===== src/rtl/core/nfc_tlv_stream_parser_defines.svh =====
// Assertion macros used by the TLV stream parser top level.
`ifndef NFC_TLV_STREAM_PARSER_DEFINES_SVH
`define NFC_TLV_STREAM_PARSER_DEFINES_SVH

// The expression must never hold at a clock edge outside reset.
`define NFC_TLV_ASSERT_NEVER(lbl, clk, rst_n, expr) \
  lbl: assert property (@(posedge clk) disable iff (!(rst_n)) !(expr)) \
    else $error("nfc_tlv: forbidden condition seen");

// Whenever the antecedent holds, the consequent holds in the same cycle.
`define NFC_TLV_ASSERT_IMP(lbl, clk, rst_n, ante, cons) \
  lbl: assert property (@(posedge clk) disable iff (!(rst_n)) (ante) |-> (cons)) \
    else $error("nfc_tlv: implication failed");

// Whenever the antecedent holds, the consequent holds in the next cycle.
`define NFC_TLV_ASSERT_NEXT(lbl, clk, rst_n, ante, cons) \
  lbl: assert property (@(posedge clk) disable iff (!(rst_n)) (ante) |=> (cons)) \
    else $error("nfc_tlv: next-cycle implication failed");

`endif


===== src/rtl/core/nfctlv_pkg.sv =====
// Types and constants shared by the TLV stream parser modules.
package nfctlv_pkg;

  localparam int unsigned BYTE_W     = 8;
  localparam int unsigned TYPE_W     = 8;
  localparam int unsigned LEN_W      = 16;
  localparam int unsigned OUT_POS_W  = 20;
  localparam int unsigned CFG_IDX_W  = 1;
  localparam int unsigned TDATA_W    = 64;

  localparam logic [BYTE_W-1:0] LONG_LEN_MARK   = 8'hFF;
  localparam logic [BYTE_W-1:0] NULL_RESET      = 8'h00;
  localparam logic [BYTE_W-1:0] TERMINATOR_RESET = 8'hFE;

  localparam logic [CFG_IDX_W-1:0] CFG_NULL_CODE       = 1'b0;
  localparam logic [CFG_IDX_W-1:0] CFG_TERMINATOR_CODE = 1'b1;

  typedef enum logic [1:0] {
    KIND_BLOCK    = 2'd0,
    KIND_COMPLETE = 2'd1,
    KIND_BROKEN   = 2'd2
  } result_kind_e;

  typedef struct packed {
    result_kind_e           kind;
    logic [TYPE_W-1:0]      block_type;
    logic [OUT_POS_W-1:0]   value_offset;
    logic [LEN_W-1:0]       value_length;
    logic [OUT_POS_W-1:0]   sequence_size;
  } result_t;

  // Results caused by one byte: up to two, the first in front.
  typedef struct packed {
    logic [1:0] count;
    result_t    first;
    result_t    second;
  } step_t;

  typedef struct packed {
    logic [1:0] count;
    logic       can_load;
  } rq_status_t;

endpackage


===== src/rtl/core/nfctlv_parse_core.sv =====
// Per-byte TLV parse state, configuration registers and result generation.
module nfctlv_parse_core #(
  parameter int unsigned POSITION_BITS = 20
) (
  input  logic                              clk_i,
  input  logic                              rst_ni,
  input  logic                              cfg_we_i,
  input  logic [nfctlv_pkg::CFG_IDX_W-1:0]  cfg_idx_i,
  input  logic [nfctlv_pkg::BYTE_W-1:0]     cfg_data_i,
  input  logic                              fire_i,
  input  logic [nfctlv_pkg::BYTE_W-1:0]     data_i,
  input  logic                              last_i,
  output nfctlv_pkg::step_t                 step_o
);
  import nfctlv_pkg::*;

  typedef enum logic [6:0] {
    PH_TYPE   = 7'b0000001,
    PH_LEN    = 7'b0000010,
    PH_LENHI  = 7'b0000100,
    PH_LENLO  = 7'b0001000,
    PH_VALUE  = 7'b0010000,
    PH_DONE   = 7'b0100000,
    PH_BROKEN = 7'b1000000
  } phase_e;

  localparam logic [POSITION_BITS-1:0] PosMax = {POSITION_BITS{1'b1}};
  localparam logic [POSITION_BITS-1:0] PosOne = POSITION_BITS'(1);

  logic [BYTE_W-1:0]        null_q, term_q;
  phase_e                   phase_q, phase_d, ph;
  logic [TYPE_W-1:0]        type_q, type_d;
  logic [LEN_W-1:0]         len_q, len_d;
  logic [LEN_W-1:0]         rem_q, rem_d;
  logic [POSITION_BITS-1:0] pos_q, pos_d;
  logic [POSITION_BITS-1:0] vstart_q, vstart_d;
  logic                     at_max, start, blk, term, brk;
  result_t                  blk_res, term_res, brk_res;

  always_ff @(posedge clk_i or negedge rst_ni) begin
    if (!rst_ni) begin
      null_q <= NULL_RESET;
      term_q <= TERMINATOR_RESET;
    end else if (cfg_we_i) begin
      unique case (cfg_idx_i)
        CFG_NULL_CODE:       null_q <= cfg_data_i;
        CFG_TERMINATOR_CODE: term_q <= cfg_data_i;
        default: ;
      endcase
    end
  end

  always_comb begin
    ph       = phase_q;
    type_d   = type_q;
    len_d    = len_q;
    rem_d    = rem_q;
    vstart_d = vstart_q;
    start    = 1'b0;
    blk      = 1'b0;
    term     = 1'b0;
    brk      = 1'b0;
    at_max   = (pos_q == PosMax);

    // At the position limit the rest of the buffer cannot be parsed.
    if (phase_q != PH_DONE && at_max) begin
      ph = PH_BROKEN;
    end
    phase_d = ph;

    unique case (ph) inside
      PH_TYPE: begin
        if (data_i == null_q) begin
          phase_d = PH_TYPE;
        end else if (data_i == term_q) begin
          term    = 1'b1;
          phase_d = PH_DONE;
        end else begin
          type_d  = data_i;
          phase_d = PH_LEN;
        end
      end
      PH_LEN: begin
        if (data_i == LONG_LEN_MARK) begin
          phase_d = PH_LENHI;
        end else begin
          len_d = {{(LEN_W-BYTE_W){1'b0}}, data_i};
          start = 1'b1;
        end
      end
      PH_LENHI: begin
        len_d   = {data_i, {BYTE_W{1'b0}}};
        phase_d = PH_LENLO;
      end
      PH_LENLO: begin
        len_d = {len_q[LEN_W-1:BYTE_W], data_i};
        start = 1'b1;
      end
      PH_VALUE: begin
        rem_d = rem_q - LEN_W'(1);
        if (rem_d == '0) begin
          blk     = 1'b1;
          phase_d = PH_TYPE;
        end
      end
      PH_DONE, PH_BROKEN: begin
        phase_d = ph;
      end
      default: begin
        phase_d = ph;
      end
    endcase

    // Length field complete: an empty value is reported at once.
    if (start) begin
      vstart_d = pos_q + PosOne;
      if (len_d == '0) begin
        blk     = 1'b1;
        phase_d = PH_TYPE;
      end else begin
        rem_d   = len_d;
        phase_d = PH_VALUE;
      end
    end

    pos_d = at_max ? pos_q : pos_q + PosOne;

    blk_res.kind          = KIND_BLOCK;
    blk_res.block_type    = type_q;
    blk_res.value_offset  = OUT_POS_W'(vstart_d);
    blk_res.value_length  = len_d;
    blk_res.sequence_size = '0;

    term_res.kind          = KIND_COMPLETE;
    term_res.block_type    = '0;
    term_res.value_offset  = '0;
    term_res.value_length  = '0;
    term_res.sequence_size = OUT_POS_W'(pos_q + PosOne);

    brk_res.kind          = KIND_BROKEN;
    brk_res.block_type    = '0;
    brk_res.value_offset  = '0;
    brk_res.value_length  = '0;
    brk_res.sequence_size = '0;

    // End of buffer: report a missing terminator and start afresh.
    if (last_i) begin
      brk      = (phase_d != PH_DONE);
      phase_d  = PH_TYPE;
      type_d   = '0;
      len_d    = '0;
      rem_d    = '0;
      pos_d    = '0;
      vstart_d = '0;
    end

    step_o.count  = {1'b0, blk | term} + {1'b0, brk};
    step_o.first  = blk ? blk_res : (term ? term_res : brk_res);
    step_o.second = brk_res;
  end

  always_ff @(posedge clk_i or negedge rst_ni) begin
    if (!rst_ni) begin
      phase_q  <= PH_TYPE;
      type_q   <= '0;
      len_q    <= '0;
      rem_q    <= '0;
      pos_q    <= '0;
      vstart_q <= '0;
    end else if (fire_i) begin
      phase_q  <= phase_d;
      type_q   <= type_d;
      len_q    <= len_d;
      rem_q    <= rem_d;
      pos_q    <= pos_d;
      vstart_q <= vstart_d;
    end
  end

endmodule


===== src/rtl/core/nfctlv_result_queue.sv =====
// Two-entry result register that presents the results of one byte in turn.
module nfctlv_result_queue (
  input  logic                  clk_i,
  input  logic                  rst_ni,
  input  logic                  load_i,
  input  nfctlv_pkg::step_t     step_i,
  input  logic                  ready_i,
  output logic                  valid_o,
  output logic                  last_o,
  output nfctlv_pkg::result_t   head_o,
  output nfctlv_pkg::rq_status_t status_o
);
  import nfctlv_pkg::*;

  logic [1:0] cnt_q, cnt_d;
  result_t    slot0_q, slot0_d, slot1_q, slot1_d;
  logic       pop;

  assign pop     = (cnt_q != 2'd0) && ready_i;
  assign valid_o = (cnt_q != 2'd0);
  assign last_o  = (cnt_q == 2'd1);
  assign head_o  = slot0_q;

  assign status_o.count    = cnt_q;
  assign status_o.can_load = (cnt_q == 2'd0) || ((cnt_q == 2'd1) && pop);

  always_comb begin
    cnt_d   = cnt_q;
    slot0_d = slot0_q;
    slot1_d = slot1_q;
    if (load_i) begin
      cnt_d   = step_i.count;
      slot0_d = step_i.first;
      slot1_d = step_i.second;
    end else if (pop) begin
      cnt_d   = cnt_q - 2'd1;
      slot0_d = slot1_q;
    end
  end

  always_ff @(posedge clk_i or negedge rst_ni) begin
    if (!rst_ni) begin
      cnt_q <= 2'd0;
    end else begin
      cnt_q <= cnt_d;
    end
  end

  always_ff @(posedge clk_i) begin
    slot0_q <= slot0_d;
    slot1_q <= slot1_d;
  end

endmodule


===== src/rtl/core/nfc_tlv_stream_parser.sv =====
// Top level of the TLV stream parser: input register, parse core, result queue.
//
// Bytes of a tag memory buffer enter on the slave stream, one per transaction,
// with tlast marking the final byte of the buffer. Each transaction lands in an
// input register; from there the parse core advances its state and loads the
// results of that byte into a two-entry result register.
// Results leave on the master stream: tuser carries the result kind, tlast
// marks the last result caused by one input byte, and tdata the block fields.
// A byte that causes no result produces no output transaction.
//
// The first result of an input byte is presented once the byte has passed
// through the input register and then the result register.
// Throughput is one byte per cycle while the result register can take each
// byte's results; a byte with two results (a block completed by the final byte,
// then the broken report) keeps the next byte waiting in the input register.
//
// When the receiver stalls, results hold in the result register and the
// input register keeps one more byte before tready falls. Reset clears the
// parse state and restores the padding and terminator codes to their defaults;
// after every final byte the parse state returns to its reset values too.
`include "nfc_tlv_stream_parser_defines.svh"

module nfc_tlv_stream_parser #(
  parameter int unsigned POSITION_BITS = 20
) (
  input  logic                              clk_i,
  input  logic                              rst_ni,
  // Configuration write port
  input  logic                              cfg_we_i,
  input  logic [nfctlv_pkg::CFG_IDX_W-1:0]  cfg_idx_i,
  input  logic [nfctlv_pkg::BYTE_W-1:0]     cfg_data_i,
  // Slave stream: tdata = data_byte[7:0]; tlast = final_byte
  input  logic                              s_axis_tvalid_i,
  output logic                              s_axis_tready_o,
  input  logic [nfctlv_pkg::BYTE_W-1:0]     s_axis_tdata_i,
  input  logic                              s_axis_tlast_i,
  // Master stream: tdata = block_type[7:0], value_offset[27:8],
  // value_length[43:28], sequence_size[63:44]; tuser = result_kind[1:0];
  // tlast = run_end
  output logic                              m_axis_tvalid_o,
  input  logic                              m_axis_tready_i,
  output logic [nfctlv_pkg::TDATA_W-1:0]    m_axis_tdata_o,
  output logic [1:0]                        m_axis_tuser_o,
  output logic                              m_axis_tlast_o
);
  import nfctlv_pkg::*;

  logic              in_valid_q;
  logic [BYTE_W-1:0] in_data_q;
  logic              in_last_q;
  logic              fire;
  step_t             step;
  result_t           head;
  rq_status_t        rq_status;

  // A held byte moves on once the result register can take its results.
  assign fire            = in_valid_q && rq_status.can_load;
  assign s_axis_tready_o = !in_valid_q || fire;

  always_ff @(posedge clk_i or negedge rst_ni) begin
    if (!rst_ni) begin
      in_valid_q <= 1'b0;
    end else if (s_axis_tready_o) begin
      in_valid_q <= s_axis_tvalid_i;
    end
  end

  always_ff @(posedge clk_i) begin
    if (s_axis_tready_o && s_axis_tvalid_i) begin
      in_data_q <= s_axis_tdata_i;
      in_last_q <= s_axis_tlast_i;
    end
  end

  nfctlv_parse_core #(
    .POSITION_BITS(POSITION_BITS)
  ) u_core (
    .clk_i      (clk_i),
    .rst_ni     (rst_ni),
    .cfg_we_i   (cfg_we_i),
    .cfg_idx_i  (cfg_idx_i),
    .cfg_data_i (cfg_data_i),
    .fire_i     (fire),
    .data_i     (in_data_q),
    .last_i     (in_last_q),
    .step_o     (step)
  );

  nfctlv_result_queue u_queue (
    .clk_i    (clk_i),
    .rst_ni   (rst_ni),
    .load_i   (fire),
    .step_i   (step),
    .ready_i  (m_axis_tready_i),
    .valid_o  (m_axis_tvalid_o),
    .last_o   (m_axis_tlast_o),
    .head_o   (head),
    .status_o (rq_status)
  );

  assign m_axis_tdata_o = {head.sequence_size, head.value_length,
                           head.value_offset, head.block_type};
  assign m_axis_tuser_o = head.kind;

  // A byte that cannot move on must stay put in the input register.
  `NFC_TLV_ASSERT_NEXT(a_in_hold, clk_i, rst_ni, in_valid_q && !fire,
                       in_valid_q && $stable(in_data_q) && $stable(in_last_q))
  // With two results queued the head is never the last of its byte.
  `NFC_TLV_ASSERT_IMP(a_pair_not_last, clk_i, rst_ni, rq_status.count == 2'd2,
                      !m_axis_tlast_o)
  // Terminator and broken reports always close the results of their byte.
  `NFC_TLV_ASSERT_IMP(a_report_last, clk_i, rst_ni,
                      m_axis_tvalid_o && (m_axis_tuser_o != KIND_BLOCK),
                      m_axis_tlast_o)
  // The result kind never goes beyond the broken report code.
  `NFC_TLV_ASSERT_NEVER(a_kind_code, clk_i, rst_ni,
                        m_axis_tvalid_o && (m_axis_tuser_o > KIND_BROKEN))

endmodule

===== config.mk =====
export PLATFORM = sky130hd
export DESIGN_NAME = nfc_tlv_stream_parser
export DESIGN_NICKNAME = d
export VERILOG_FILES = /design/src/rtl/core/nfctlv_pkg.sv /design/src/rtl/core/nfctlv_parse_core.sv /design/src/rtl/core/nfctlv_result_queue.sv /design/src/rtl/core/nfc_tlv_stream_parser.sv
export VERILOG_INCLUDE_DIRS = /design/src /design/src/rtl/core
export SDC_FILE = /design/constraint.sdc
export NUM_CORES = 1
export LEC_CHECK = 0
export BUFFER_PORTS_ARGS = -buffer_cell sky130_fd_sc_hd__buf_2
export CAP_MARGIN = 20
export CORE_MARGIN = 4
export CORE_UTILIZATION = 40
export DETAILED_ROUTE_END_ITERATION = 8
export PLACE_DENSITY_LB_ADDON = 0.3
export REMOVE_ABC_BUFFERS = 1
export SYNTH_ARGS = -nofsm -noshare
export SYNTH_HDL_FRONTEND = slang
export SYNTH_SLANG_ARGS = --single-unit

===== constraint.sdc =====
create_clock -name clk_i -period 4.69 [get_ports clk_i]
set_input_delay 0.2345 -clock clk_i [delete_from_list [all_inputs] [get_ports clk_i]]
set_output_delay 0.2345 -clock clk_i [all_outputs]
set_load 0.01 [all_outputs]

# Word-level counts from Yosys, hierarchy flattened
# Index checks and enable logic that the tools add are counted.
# totals
in_bits	23
reg_bits	181
word_cells	96
# classes
n_eq_ne	15
bitwise_logic	2
reduce_logical	18
addsub	4
n_mux	40
# ops
operator	count
$mux 66	4
$mux 16	6
$mux 20	4
$pmux 16 s3	1
$mux 7	6
$logic_not 16->1	2
$mux 8	4
$pmux 7 s4	1
$add 20x1->20 const B	1
$eq 20x20->1 const B	1
$eq 8x8->1	2
$sub 16x1->16 const B	1
$ne 7x6->1 const B	2
$mux 1	9
$eq 8x8->1 const B	1
$eq 7x1->1 const B	1
$eq 7x2->1 const B	1
$eq 7x3->1 const B	1
$eq 7x4->1 const B	1
$eq 7x5->1 const B	1
$mux 6	1
$ne 2x2->1 const B	3
$reduce_and 2->1	3
$reduce_bool 2->1	3
other kinds (13)	19

# Longest topological paths before layout
# depth
word_depth	12
depth_mapped	16
depth_no_buf	13

# By module
# A second synthesis with hierarchy kept.
# hier_totals
hier_cells	1044
hier_area_um2	12273.0
# by_module_without_submodules
module	cells_each	instances	area_each_um2	seq_area_each_um2
nfctlv_parse_core	806	1	7024.2	2587.5
nfctlv_result_queue	224	1	4918.5	4013.8
nfc_tlv_stream_parser	14	1	330.3	295.3

# Worst setup path before layout
# Ideal clock, no wire load.
# synth_timing
path_type	reg2reg
start	register u_core.phase_q[0]
end	register u_queue.cnt_q[0]
slack_ns	1.017
path_stages_with_launch	16
synth_period_minus_slack_ns	3.673
t_arrival_ns	3.551
required_ns	4.569
setup_ns	0.121
cell_sequence	dfstp_2 > buf_2 > or4_4 > or4b_1 > a21boi_2 > nand2b_1 > o2111a_1 > and4_1 > buf_6 > a21oi_4 > buf_4 > nand2_1 > ha_1 > nor3b_1 > a31oi_1 > o21a_1
# synth_via
elab_chain_cells	12
elab_cells_between_ends	25
classes_between	add/sub: 1; eq/ne: 7; mux: 14; bitwise: 1; reduce/logical: 2
# synth_rtl
item	line	source
from (decl)	nfctlv_parse_core.sv:31	phase_e phase_q, phase_d, ph;
from (signal assigned)	nfctlv_parse_core.sv:171	phase_q <= phase_d;
$ne 7x6->1	nfctlv_parse_core.sv:66	if (phase_q != PH_DONE && at_max) begin
$logic_and 1x1->1	nfctlv_parse_core.sv:66	
$mux 7 (*)	nfctlv_parse_core.sv:66	
$eq 7x4->1 (no source line) (tied with other cells)	-	
$pmux 16 s3	nfctlv_parse_core.sv:71	unique case (ph) inside
$logic_not 16->1	nfctlv_parse_core.sv:117	if (len_d == '0) begin
$mux 5	nfctlv_parse_core.sv:117	
$mux 7	nfctlv_parse_core.sv:115	if (start) begin
$ne 7x6->1	nfctlv_parse_core.sv:148	brk = (phase_d != PH_DONE);
$mux 1	nfctlv_parse_core.sv:147	if (last_i) begin
$add 1x1->2 (*)	nfctlv_parse_core.sv:157	step_o.count = {1'b0, blk | term} + {1'b0, brk};
$mux 2 (*)	nfctlv_result_queue.sv:31	if (load_i) begin
to (signal assigned)	nfctlv_result_queue.sv:45	cnt_q <= cnt_d;
to (decl)	nfctlv_result_queue.sv:15	logic [1:0] cnt_q, cnt_d;
# Every way passes the cells marked *; elsewhere a longest branch is shown, timed or not.
# A chain may end at the register's enable or synchronous reset.

# Final worst setup path
# layout_timing
start	register in_data_q[0]
end	register u_queue.slot0_q (netlist bit u_queue.head_o[42]), data pin
# layout_via
elab_chain_cells	8
elab_cells_between_ends	11
classes_between	eq/ne: 1; mux: 9; reduce/logical: 1
# layout_rtl
item	line	source
from (decl)	nfc_tlv_stream_parser.sv:49	logic [BYTE_W-1:0] in_data_q;
from (signal assigned)	nfc_tlv_stream_parser.sv:70	in_data_q <= s_axis_tdata_i;
$eq 8x8->1	nfctlv_parse_core.sv:84	if (data_i == LONG_LEN_MARK) begin
$mux 16	nfctlv_parse_core.sv:84	
$pmux 16 s3	nfctlv_parse_core.sv:71	
$logic_not 16->1	nfctlv_parse_core.sv:117	
$mux 1	nfctlv_parse_core.sv:117	
$mux 1	nfctlv_parse_core.sv:115	
$mux 66 (*)	nfctlv_parse_core.sv:158	step_o.first = blk ? blk_res : (term ? term_res : brk_res);
$mux 66 (*)	nfctlv_result_queue.sv:31	
to (signal assigned)	nfctlv_result_queue.sv:50	slot0_q <= slot0_d;
to (decl)	nfctlv_result_queue.sv:16	result_t slot0_q, slot0_d, slot1_q, slot1_d;
# Marked as above.

==> summary.md <==
| Metric | Value |
|---|---|
| Num Clock Sinks | 181 |
| Routed wire length per instance | 19.2 µm |
| Combinational power share | 0.321 |
| Nets | 971 |
| CP endpoint | u_queue.head_o[42] |
| Pre-antenna DRT Iters | 7 |
| Cell Area, Placed | 9620 µm² |
| PD cells | 541 nW/µm² |
| Post-DRT Antenna Nets | 0 |
| Slew Limit Fails | 0 |
| Clk_skew | 0.0125 ns |
| Synth async-reset ratio | 0.586 |
| Mapped Cells | 876 |
| Placeable Area | 22000 µm² |
| Compound-gate portion of the synthesized area | 0.172 |
| Postcts setup bufs | 0 |
| Largest area contributor in the netlist | dfrtp_1 |
| Post-route minimum period | 3.97 ns |
| Switch Pwr | 0.00216 W |
| Synth warnings | 0 |
| Hold-fix buffers, CTS | 11 |
| Via count | 7145 |
| Critical path type | reg2reg |
| Vias in the first global route | 6653 |
| LEAKAGE | 4.13 nW |
| Slew @ Worst Pin | 1.05 ns |
| Synth area leaders | dfrtp_1, edfxtp_1, o21ai_0 |
| GP Congestion | 0.921 |
| Fmax achieved | 0.252 GHz |
| Final setup vio count | 0 |
| Post-Synth Adder-Cell Area | 0.00834 |
| Seq/Total Area, Yosys | 0.546 |
| Rows | 54 |
| Crit path max fanout | 45 |
| Max Buffers Root-to-Sink | 2 |
| Max-Slew Margin vs Limit | 0.299 |
| Share of cells above drive strength 1 | 0.181 |
| Sum of negative setup slack | 0 ns |
| Crit share post-route | 0.846 |
| Switch share | 0.386 |
| Internal Power | 0.00343 W |
| Initial Utilization | 0.410 |
| Area growth, synth to finish | 15.0% |
| Iteration-0 DRC Markers | 687 |
| Main combinational cell family by area after synthesis | simple AND/OR/NAND/NOR gates |
| CTS tree | built |
| RSZ-0062 raised after global routing | false |
| Vias per cell | 5.79 |
| Synth top area share | 0.273 |
| Max Cap Viol | 0 |
| Maximum vdd drop | 0.000340 V |
| Hold Path Class | in2reg |
| First-pass GRT wire length | 37.8 mm |
| Ant diodes | 0 |
| GR Overflow Total | 0 |
| Final instance area | 10300 µm² |
| CP startpoint kind | flop |
| Primary FF master, synth | dfrtp_1 |
| Arrival time worst endpoint | 4.14 ns |
| Reg2Reg Depth | 9 |
| Clk slew on worst S/H paths | 0.07 ns |
| Synth Area in XOR/XNOR | 0.0370 |
| Worst reg2reg path startpoint | in_data_q[0] |
| Die height | 158 µm |
| Status | finished, final reports clean |
| GRT Util Overall | 0.194 |
| Num CTS Buffers | 17 |
| Final Hold Fails | 0 |
| Post-detail-place hpwl | 15.7 mm |
| Reg-to-reg endpoint | u_queue.head_o[42] |
| Mean post-synth cell area | 10.3 µm² |
| Clk_lat worst skew | 0.44 ns |
| Final wirelength | 23.7 mm |
| Most common cell in the netlist | dfrtp_1 |
| Synth Cell Area | 9000 µm² |
| CP startpoint | in_data_q[0] |
| IO buf count | 91 |
| Simple-gate share of the synthesized area | 0.175 |
| Worst EP required | 4.86 ns |
| Largest net degree at the start of global routing | 70 |
| Distinct cells, synth | 64 |
| Post-synthesis mux area share | 0.0213 |
| CTS H-tree depth | 4 |
| Die W | 158 µm |
| PostCTS Resize Cnt | 0 |
| Clock power frac | 0.267 |
| # DRC | 0 |
| Crit path capture type | flop |
| Reg power frac | 0.412 |
| Root Buffer | clkbuf_16 |
| Synth Register Bits | 181 |
| Die ar. | 25000 µm² |
| # IOs | 92 |
| EDFF count, synth | 75 |
| Initial antenna violation count | 0 |
| Most frequent cells after synthesis | dfrtp_1, nand2_1, o21ai_0, nor2_1, edfxtp_1 |
| R2r setup slk | 0.72 ns |
[logic make-up after synthesis]
family | Yosys count
compound gates | 231
flops | 181
xor+xnor | 38
fa+ha+maj | 6
mux | 17
simple gates | 318
buf+inv | 85
[critical path: stages, from the launching register on]
cell       delay (ns)
edfxtp_1         0.68
nand4_1          0.17
or3_1            0.46
a21boi_2         0.29
o21ai_0          0.16
a22oi_1          0.50
and4_1           0.47
a21oi_4          0.10
buf_4            0.31
a2111oi_0        0.51
[stage by stage]
stage	std cells	total power [W]	util	setup WS, ns	hold slack [ns]
after floorplan	807	0.00339	-	0.194	-0.0611
after global placement	1192	0.00408	0.438	0.769	0.411
after detailed placement	1192	0.00410	0.438	0.832	0.409
after CTS	1235	0.00560	0.471	0.745	0.0335
after global routing	1235	0.00592	0.471	0.430	0.0289
final	1235	0.00559	0.471	0.723	0.0382
[power groups by stage]
| stage | registers [W] | logic (W) | clock network [W] |
|---|---|---|---|
| floorplan | 0.00232 | 0.00106 | 0 |
| global placement | 0.00232 | 0.00177 | 0 |
| detailed placement | 0.00232 | 0.00178 | 0 |
| CTS | 0.00230 | 0.00179 | 0.00151 |
| global route | 0.00234 | 0.00199 | 0.00159 |
| finish | 0.00230 | 0.00180 | 0.00149 |
[sequential cells by signal (all words and copies together), names as in the netlist]
signal and cells:
u_queue.head_o 66, u_core.pos_q 20, u_core.vstart_q 20, u_core.len_q 16, u_core.rem_q 16, in_data_q 8, u_core.null_q 8, u_core.term_q 8
u_core.type_q 8, u_core.phase_q 7, u_queue.cnt_q 2, in_last_q 1, in_valid_q 1
[cell usage in the layout (no fill, tap or decap), drive strengths merged, types with 7 or more instances in the layout]
cell type    Yosys  routed
nor3            31      31
dfstp            8       8
a22oi           17      17
a22o            17      17
o21ai           81      81
nor2            77      77
edfxtp          75      75
dlygate4sd3      0      11
buf             20     105
nor3b           15      15
nand2           94      94
nand4           10      10
inv             16      22
a21oi           33      33
a21o             8       8
mux2            17      17
xnor2           17      17
xor2            21      21
dfrtp           98      98
clkbuf          49      17
and2             7       7
a2111oi         13      13
or3              7       7
a2bb2oi          7       7
nand3           17      17
o31ai            9       9
and3             9       9
nor4            15      15
and4             7       7
nand2b           8       8
[routing by layer]
| metal | share of wire | vias up | GRT usage |
|---|---|---|---|
| met5 | 0 | - | 0 |
| met2 | 0.44 | 284 | 0.286 |
| met3 | 0.075 | 25 | 0.0424 |
| li1 | - | 3361 | - |
| met1 | 0.47 | 3475 | 0.289 |
| met4 | 0.014 | 0 | 0.0532 |
[worst min-delay path by stage]
stage                      start                to  slack (ns)  cells after the start
6_report           cfg_data_i[4]  u_core.null_q[4]        0.04                      2
5_1_grt            cfg_data_i[4]  u_core.term_q[4]        0.03                      2
4_1_cts            cfg_data_i[4]  u_core.null_q[4]        0.03                      2
3_5_place_dp              rst_ni   u_core.len_q[4]        0.41                      1
3_3_place_gp   s_axis_tdata_i[7]      in_data_q[7]        0.41                      1
2_1_floorplan             rst_ni        in_valid_q       -0.06                      0
[cell type report]
type                    count  area [µm²]
clock inverters            15         190
well taps                 280         350
flip-flops and latches    181        4910
multi-input cells         610        3730
clock buffers              17         425
fillers                  1993       11600
inverters                  16        60.1
repair buffers            116         673
(Power assumes the default switching activity.)
